[config.mk]
export PLATFORM = sky130hd
export DESIGN_NAME = round_robin_turn_token_core
export DESIGN_NICKNAME = d
export VERILOG_FILES = /design/src/hw/rtl/rrtt_pkg.sv /design/src/hw/rtl/round_robin_turn_token_core.sv
export VERILOG_INCLUDE_DIRS = /design/src /design/src/hw/rtl
export SDC_FILE = /design/constraint.sdc
export NUM_CORES = 1
export LEC_CHECK = 0
export BUFFER_PORTS_ARGS = -buffer_cell sky130_fd_sc_hd__buf_2
export CAP_MARGIN = 20
export CORE_ASPECT_RATIO = 1.4
export CORE_MARGIN = 1.5
export CORE_UTILIZATION = 60
export DETAILED_ROUTE_END_ITERATION = 10
export GPL_TIMING_DRIVEN = 1
export PLACE_DENSITY = 0.79
export SLEW_MARGIN = 20
export SYNTH_ARGS = -nofsm -noshare
export SYNTH_HDL_FRONTEND = slang
export SYNTH_SLANG_ARGS = --single-unit
export TNS_END_PERCENT = 50
[constraint.sdc]
create_clock -name clk -period 5.2 [get_ports clk]
set_input_delay 0.26 -clock clk [delete_from_list [all_inputs] [get_ports clk]]
set_output_delay 0.26 -clock clk [all_outputs]
set_load 0.02 [all_outputs]
[src/hw/rtl/round_robin_turn_token_core_assert.svh]
// ---------------------------------------------------------------------------
// Assertion macros for the round-robin turn token core
// Shorthand for the clocked, reset-qualified checks used in the core.
// ---------------------------------------------------------------------------
`ifndef ROUND_ROBIN_TURN_TOKEN_CORE_ASSERT_SVH
`define ROUND_ROBIN_TURN_TOKEN_CORE_ASSERT_SVH

// Same-cycle implication, sampled on clk and disabled while rst_n is low.
`define RRTT_ASSERT_IMP(label, ante, cons) \
    label: assert property (@(posedge clk) disable iff (!rst_n) (ante) |-> (cons)) \
        else $error("turn token core check failed");

// Next-cycle implication, sampled on clk and disabled while rst_n is low.
`define RRTT_ASSERT_NEXT(label, ante, cons) \
    label: assert property (@(posedge clk) disable iff (!rst_n) (ante) |=> (cons)) \
        else $error("turn token core check failed");

`endif

[src/hw/rtl/rrtt_pkg.sv]
// ---------------------------------------------------------------------------
// Round-robin turn token package
// Sizes, command codes and error codes shared by the turn token core.
// ---------------------------------------------------------------------------
package rrtt_pkg;

    // Number of participant slots (supported range 2 to 16).
    localparam int SLOTS = 16;

    localparam int IDX_W  = $clog2(SLOTS);
    localparam int CNT_W  = $clog2(SLOTS + 1);
    localparam int SLOT_W = 4;
    localparam int CMD_W  = 3;
    localparam int ERR_W  = 2;
    localparam int CMP_W  = (SLOT_W > CNT_W) ? SLOT_W : CNT_W;

    localparam int IN_TDATA_W  = 8;
    localparam int OUT_TDATA_W = 8;

    typedef enum logic [CMD_W-1:0] {
        CMD_INSERT  = 3'd0,
        CMD_REMOVE  = 3'd1,
        CMD_STOP    = 3'd2,
        CMD_START   = 3'd3,
        CMD_ADVANCE = 3'd4,
        CMD_QUERY   = 3'd5
    } cmd_t;

    typedef enum logic [ERR_W-1:0] {
        ERR_OK          = 2'd0,
        ERR_FULL        = 2'd1,
        ERR_NOT_ALLOC   = 2'd2,
        ERR_NONE_ACTIVE = 2'd3
    } err_t;

    // Result payload, first field in the highest bits.
    typedef struct packed {
        err_t              error;
        logic              is_turn;
        logic              running;
        logic [SLOT_W-1:0] slot_out;
    } result_t;

endpackage

[src/hw/rtl/round_robin_turn_token_core.sv]
// ---------------------------------------------------------------------------
// Round-robin turn token core
// Hands a single turn token among registered slots in round-robin order.
// ---------------------------------------------------------------------------
// The core accepts one command transaction per clock cycle while s_tready is
// high and returns exactly one result transaction for each, in order, through
// the input register and then the result register. Each command is fully
// evaluated by a single combinational pass from the input register to the
// result register, including the rotated find-first search over the active
// bitmap used by advance, so that pass sets the cycle time and the throughput
// stays at one command per cycle without an output stall. A stall on the
// output side holds the result register, then the input register, and only
// then drops s_tready. Commands are insert, remove, stop, start, advance and
// query; the error field reports a full table, an unallocated slot, or an
// advance with no active slot, and in each of those cases the state is left
// unchanged. Command codes six and seven report the status and change nothing.
// ---------------------------------------------------------------------------
module round_robin_turn_token_core
(
    input  logic                                clk,
    input  logic                                rst_n,

    input  logic                                s_tvalid,
    output logic                                s_tready,
    // Fields from bit 0 up: command[2:0], slot_id[6:3], zero pad[7].
    input  logic [rrtt_pkg::IN_TDATA_W-1:0]     s_tdata,

    output logic                                m_tvalid,
    input  logic                                m_tready,
    // Fields from bit 0 up: slot_out[3:0], running[4], is_turn[5], error[7:6].
    output logic [rrtt_pkg::OUT_TDATA_W-1:0]    m_tdata
);

    // Input register stage.
    logic                              in_valid_reg;
    logic [rrtt_pkg::CMD_W-1:0]        in_cmd_reg;
    logic [rrtt_pkg::SLOT_W-1:0]       in_id_reg;

    // Result register stage.
    logic                              out_valid_reg;
    rrtt_pkg::result_t                 out_data_reg;

    // Scheduler state.
    logic [rrtt_pkg::SLOTS-1:0]        active_map_reg;
    logic [rrtt_pkg::SLOTS-1:0]        active_map_next;
    logic [rrtt_pkg::CNT_W-1:0]        alloc_count_reg;
    logic [rrtt_pkg::CNT_W-1:0]        alloc_count_next;
    logic [rrtt_pkg::IDX_W-1:0]        holder_index_reg;
    logic [rrtt_pkg::IDX_W-1:0]        holder_index_next;
    logic                              holder_running_reg;
    logic                              holder_running_next;
    logic [rrtt_pkg::IDX_W-1:0]        saved_index_reg;
    logic [rrtt_pkg::IDX_W-1:0]        saved_index_next;
    logic                              saved_running_reg;
    logic                              saved_running_next;

    rrtt_pkg::result_t                 result_next;

    // Handshake control.
    logic                              out_free;
    logic                              do_work;

    // Advance search.
    logic [rrtt_pkg::IDX_W-1:0]        search_start;
    logic [2*rrtt_pkg::SLOTS-1:0]      active_dbl;
    logic [rrtt_pkg::SLOTS-1:0]        active_rot;
    logic [rrtt_pkg::IDX_W-1:0]        found_off;
    logic                              found_any;
    logic [rrtt_pkg::IDX_W:0]          found_sum;
    logic [rrtt_pkg::IDX_W-1:0]        found_idx;

    // Slot id checks.
    logic [rrtt_pkg::CMP_W-1:0]        id_wide;
    logic                              id_valid;
    logic [rrtt_pkg::IDX_W-1:0]        id_idx;

    // The result register frees up when it is empty or being drained; the
    // input register moves forward whenever the result register can take it.
    assign out_free = !out_valid_reg || m_tready;
    assign do_work  = in_valid_reg && out_free;
    assign s_tready = !in_valid_reg || out_free;

    assign m_tvalid = out_valid_reg;
    assign m_tdata  = out_data_reg;

    // While running, the search starts just past the holder and wraps;
    // while stopped it starts at slot zero.
    always_comb
    begin
        if (!holder_running_reg)
        begin
            search_start = '0;
        end
        else if (holder_index_reg == rrtt_pkg::IDX_W'(rrtt_pkg::SLOTS - 1))
        begin
            search_start = '0;
        end
        else
        begin
            search_start = holder_index_reg + rrtt_pkg::IDX_W'(1);
        end
    end

    // Rotate the bitmap so the start slot lands at bit zero, then take the
    // lowest set bit as the offset from the start.
    assign active_dbl = {active_map_reg, active_map_reg};
    assign active_rot = active_dbl[search_start +: rrtt_pkg::SLOTS];

    always_comb
    begin
        found_off = '0;
        found_any = 1'b0;
        for (int k = rrtt_pkg::SLOTS - 1; k >= 0; k--)
        begin
            if (active_rot[k])
            begin
                found_off = rrtt_pkg::IDX_W'(k);
                found_any = 1'b1;
            end
        end
    end

    assign found_sum = {1'b0, search_start} + {1'b0, found_off};
    assign found_idx = (found_sum >= (rrtt_pkg::IDX_W + 1)'(rrtt_pkg::SLOTS))
                     ? rrtt_pkg::IDX_W'(found_sum - (rrtt_pkg::IDX_W + 1)'(rrtt_pkg::SLOTS))
                     : rrtt_pkg::IDX_W'(found_sum);

    // A slot id is valid once it has been handed out by insert.
    assign id_wide  = rrtt_pkg::CMP_W'(in_id_reg);
    assign id_valid = (id_wide < rrtt_pkg::CMP_W'(alloc_count_reg))
                   && (id_wide < rrtt_pkg::CMP_W'(rrtt_pkg::SLOTS));
    assign id_idx   = rrtt_pkg::IDX_W'(in_id_reg);

    // Command evaluation: next state and the result for this transaction.
    always_comb
    begin
        active_map_next     = active_map_reg;
        alloc_count_next    = alloc_count_reg;
        holder_index_next   = holder_index_reg;
        holder_running_next = holder_running_reg;
        saved_index_next    = saved_index_reg;
        saved_running_next  = saved_running_reg;
        result_next.is_turn = 1'b0;
        result_next.error   = rrtt_pkg::ERR_OK;

        unique case (in_cmd_reg)
            rrtt_pkg::CMD_INSERT:
            begin
                if (alloc_count_reg >= rrtt_pkg::CNT_W'(rrtt_pkg::SLOTS))
                begin
                    result_next.error = rrtt_pkg::ERR_FULL;
                end
                else
                begin
                    active_map_next[rrtt_pkg::IDX_W'(alloc_count_reg)] = 1'b1;
                    alloc_count_next = alloc_count_reg + rrtt_pkg::CNT_W'(1);
                end
            end
            rrtt_pkg::CMD_REMOVE:
            begin
                if (!id_valid)
                begin
                    result_next.error = rrtt_pkg::ERR_NOT_ALLOC;
                end
                else
                begin
                    active_map_next[id_idx] = 1'b0;
                end
            end
            rrtt_pkg::CMD_STOP:
            begin
                saved_index_next    = holder_index_reg;
                saved_running_next  = holder_running_reg;
                holder_running_next = 1'b0;
            end
            rrtt_pkg::CMD_START:
            begin
                holder_index_next   = saved_index_reg;
                holder_running_next = saved_running_reg;
            end
            rrtt_pkg::CMD_ADVANCE:
            begin
                if (!found_any)
                begin
                    result_next.error = rrtt_pkg::ERR_NONE_ACTIVE;
                end
                else
                begin
                    holder_index_next   = found_idx;
                    holder_running_next = 1'b1;
                end
            end
            rrtt_pkg::CMD_QUERY:
            begin
                if (!id_valid)
                begin
                    result_next.error = rrtt_pkg::ERR_NOT_ALLOC;
                end
                else
                begin
                    result_next.is_turn = active_map_reg[id_idx] && holder_running_reg
                                       && (holder_index_reg == id_idx);
                end
            end
            default:
            begin
                // Unused command codes only report the status.
            end
        endcase

        // A successful insert reports the new slot; everything else reports
        // the holder after the command.
        if ((in_cmd_reg == rrtt_pkg::CMD_INSERT) && (result_next.error == rrtt_pkg::ERR_OK))
        begin
            result_next.slot_out = rrtt_pkg::SLOT_W'(alloc_count_reg);
        end
        else
        begin
            result_next.slot_out = rrtt_pkg::SLOT_W'(holder_index_next);
        end
        result_next.running = holder_running_next;
    end

    // Pipeline registers: control state is reset, payload is not.
    always_ff @(posedge clk or negedge rst_n)
    begin
        if (!rst_n)
        begin
            in_valid_reg  <= 1'b0;
            out_valid_reg <= 1'b0;
        end
        else
        begin
            if (s_tready)
            begin
                in_valid_reg <= s_tvalid;
            end
            if (out_free)
            begin
                out_valid_reg <= do_work;
            end
        end
    end

    always_ff @(posedge clk)
    begin
        if (s_tvalid && s_tready)
        begin
            in_cmd_reg <= s_tdata[rrtt_pkg::CMD_W-1:0];
            in_id_reg  <= s_tdata[rrtt_pkg::CMD_W +: rrtt_pkg::SLOT_W];
        end
        if (do_work)
        begin
            out_data_reg <= result_next;
        end
    end

    // Scheduler state, updated once per evaluated command.
    always_ff @(posedge clk or negedge rst_n)
    begin
        if (!rst_n)
        begin
            active_map_reg     <= '0;
            alloc_count_reg    <= '0;
            holder_index_reg   <= '0;
            holder_running_reg <= 1'b0;
            saved_index_reg    <= '0;
            saved_running_reg  <= 1'b1;
        end
        else if (do_work)
        begin
            active_map_reg     <= active_map_next;
            alloc_count_reg    <= alloc_count_next;
            holder_index_reg   <= holder_index_next;
            holder_running_reg <= holder_running_next;
            saved_index_reg    <= saved_index_next;
            saved_running_reg  <= saved_running_next;
        end
    end

    // A failed advance is waiting in the result register.
    logic                              none_active_out;

    assign none_active_out = out_valid_reg
                          && (out_data_reg.error == rrtt_pkg::ERR_NONE_ACTIVE);

    // Checks on the core's own bookkeeping.
    `include "round_robin_turn_token_core_assert.svh"

    // The allocation count never passes the table size.
    `RRTT_ASSERT_IMP(a_count_bound, 1'b1, alloc_count_reg <= rrtt_pkg::CNT_W'(rrtt_pkg::SLOTS))
    // While a result waits, the running flag is the one that result reported.
    `RRTT_ASSERT_IMP(a_running_match, out_valid_reg, out_data_reg.running == holder_running_reg)
    // A failed advance means no slot was active.
    `RRTT_ASSERT_IMP(a_none_active, none_active_out, active_map_reg == '0)
    // A command held in the input register is not dropped while the output stalls.
    `RRTT_ASSERT_NEXT(a_hold_input, in_valid_reg && !out_free, in_valid_reg && $stable(in_cmd_reg))

endmodule
==> impl_metrics.json <==
{
  "intPower_w": 0.001470,
  "ys_ff_latch": 48,
  "fin_cells": 507,
  "fin_tns_setup_ns": 0,
  "num_vias": 3507,
  "hold_class": "primary input to asynchronous set/reset pin",
  "crit_family": "compound AO/OA/AOI/OAI gates",
  "clkTransAtPathRegs_ns": 0.08,
  "critPathCaptureType": "register",
  "cp.required_ns": 5.33,
  "timing.final.crit_share_pct": 94.77,
  "synth_commonest_cells": "37 x o21ai_0, 32 x dfrtp_1, 31 x nor2_1",
  "first_global_vias": 3355,
  "clockPowerShare_pct": 8.7,
  "path_cells": "ha_1 > nand2_2 > buf_6 > mux2_2 > o32ai_2 > o21ai_0 > nor3_1 > nor2_1 > o21ai_0 > a21oi_1 > o311a_1 > o311a_1 > ha_1 > a21o_1 > a21oi_1 > xnor2_1 > mux2i_1 > mux2_2 > o21ai_0",
  "hold_buffers": 0,
  "p_switching_w": 0.001506,
  "clk_path_buf_depth": 2,
  "yosysWarnings": 0,
  "synth.top_cell.area_share_pct": 20.63,
  "htreeDepth": 2,
  "maxCapViolations": 0,
  "worst-setup-path-type": "register to register",
  "io_buffers": 20,
  "postLayoutCoreUtil_pct": 66.11,
  "dp_slack_ns": 0.2841,
  "fmax_mhz": 202.9,
  "cts_tree": "done",
  "power_density_nw_per_um2": 720.1,
  "grt_pass1_wl_microns": 16850,
  "rows": 34,
  "crit_top_cell": "o21ai_0",
  "start_kind": "register",
  "critPathArrivalTime_ns": 5.06,
  "clkLatencyLatePin_ns": 0.30,
  "gp_congestion": 0.9356,
  "setup_ws_ns": 0.2719,
  "dr.pass1.iters": 5,
  "drt.antenna.violating_nets": 0,
  "finalClockSkew_ns": 0.01032,
  "yosys.area.top_type": "dfrtp_1",
  "drtIter0Drc": 256,
  "status": "completed",
  "antenna_found_initial": 0,
  "r2r_setup_slack_ns": 0.27,
  "synthesis.nets": 448,
  "grt_max_degree": 34,
  "yosysSeqAreaShare_pct": 32.91,
  "slowest_stage": "dfrtp_1",
  "fin_nets": 458,
  "cp_max_fo": 16,
  "cts_num_sinks": 48,
  "die_w_microns": 70.98,
  "gr-total-overflow": 0,
  "worst-path-buf-inv": 1,
  "largest_reg_flops": 16,
  "drv_slew": 0,
  "vias_per_cell": 6.917,
  "p_seq_share_pct": 21.7,
  "die-area_sq_um": 6967,
  "cts_root_buf": "clkbuf_8",
  "multi_input_area_sq_um": 2431,
  "cts-buffers-inserted": 5,
  "num_io_pins": 22,
  "synth_edf_count": 15,
  "initial_core_util_pct": 62.06,
  "drive_above_1_share_pct": 18.39,
  "combinationalPowerShare_pct": 69.6,
  "syn_area_per_cell_sq_um": 9.154,
  "max_slew_margin_pct": 39.59,
  "area_growth_pct": 6.512,
  "synth-async-reset-ratio_pct": 68.75,
  "p_leak_nw": 1.718,
  "hold_viol": 0,
  "route.detailed.wl_per_inst_microns": 19.84,
  "vdd_drop_max_v": 0.0003418,
  "synthMostInstantiatedCell": "o21ai_0",
  "syn_inst": 424,
  "antenna_cells": 0,
  "rsz0062_at_grt": "false",
  "grt_usage_pct": 30.35,
  "synth_area_sq_um": 3881,
  "routed_wl_microns": 10060,
  "regArea_sq_um": 1277,
  "die_h_microns": 98.17,
  "synth_cell_types": 75,
  "synthTopCellsByArea": "dfrtp_1 21%, edfxtp_1 12%, o21ai_0 4.8%",
  "worst_pin_slew_ns": 0.9007,
  "slowest_delay_ns": 0.46,
  "core-area_sq_um": 6254,
  "drcViolationCount": 0,
  "synth_ff_type": "dfrtp_1",
  "period_minus_slack_ns": 4.928,
  "fillCellCount": 522,
  "finalSetupViolations": 0,
  "netSwitchingFraction_pct": 50.60,
  "hpwl_microns": 7629,
  "place_inst": 499
}
[metal layers]
| layer | track usage (%) | share of wire [%] | vias up |
|---|---|---|---|
| met1 | 38.19 | 38 | 1675 |
| li1 | - | - | 1632 |
| met2 | 53.06 | 53 | 160 |
| met4 | 13.06 | 4.4 | 0 |
| met5 | 0 | 0 | - |
| met3 | 2.270 | 4.6 | 40 |
[per-stage QoR]
stage	area (sq um)	hold slack (ns)	total power, W
after detailed placement	4000	0.3528	0.002633
after global routing	4134	0.08788	0.003201
after global placement	4000	0.3530	0.002597
final	4134	0.008461	0.002977
after CTS	4108	0.03263	0.002904
after floorplan	3881	-0.03559	0.002198
[cell type report]
cell class	count	share of cell area [%]
multi-input cells	333	58.81
flip-flops and latches	48	30.90
repair buffers	27	3.783
well taps	72	2.179
clock buffers	6	1.755
inverters	19	1.725
clock inverters	2	0.8475
[power by group through the flow]
stage / registers [W] / logic (W) / clock network, W
3_5_place_dp: 0.000651 / 0.00198 / 0
4_1_cts: 0.000643 / 0.00200 / 0.000263
2_1_floorplan: 0.000606 / 0.00159 / 0
6_report: 0.000646 / 0.00207 / 0.000260
5_1_grt: 0.000662 / 0.00226 / 0.000276
3_3_place_gp: 0.000644 / 0.00195 / 0
[placed cells by master (no fill, tap or decap), types with 5 or more instances in the layout]
cell type  instances
edfxtp_1          15
a211oi_1           5
o211ai_1           5
clkbuf_8           5
a21o_1             5
buf_2             20
nand2_1           26
and3_1             5
nor3_1            10
a22oi_1            5
nor2_1            31
o31ai_1            6
o21ai_0           37
mux4_2             7
xnor2_1            6
nand3_1           12
mux2_2             8
mux2i_1           11
ha_1              11
and2_1             5
inv_1             17
dfrtp_1           32
nand4_1            6
buf_4              6
o22ai_1            9
a21oi_1           29
nand2b_1          13
[worst paths after layout]
| kind | startpoint | to | cells after the start |
|---|---|---|---|
| setup / recovery | holder_index_reg[0] | m_tdata[3] | 19 |
| hold / removal | rst_n | active_map_reg[3] | 1 |
| setup reg to reg | holder_index_reg[0] | m_tdata[3] | 19 |
| hold reg to reg | saved_index_reg[2] | saved_index_reg[2] | 2 |
| max in group asynchronous | rst_n | active_map_reg[14] | 1 |
| min in group clk | s_tdata[0] | in_cmd_reg[0] | 1 |
[logic make-up after synthesis]
group	synth area share, %
multiplexers	10.35
AO/OA/AOI/OAI	27.85
XOR/XNOR	2.257
flip-flops	32.91
AND/OR/NAND/NOR	17.54
buffers and inverters	5.029
adder cells (fa/ha/maj)	4.062
[timing repair]
| item | CTS | global route |
|---|---|---|
| setup buffers | 0 | 0 |
| endpoints found under the setup margin | 0 | 2 |
| gates resized for setup | 0 | 7 |
Power figures use the tool's default switching activity.
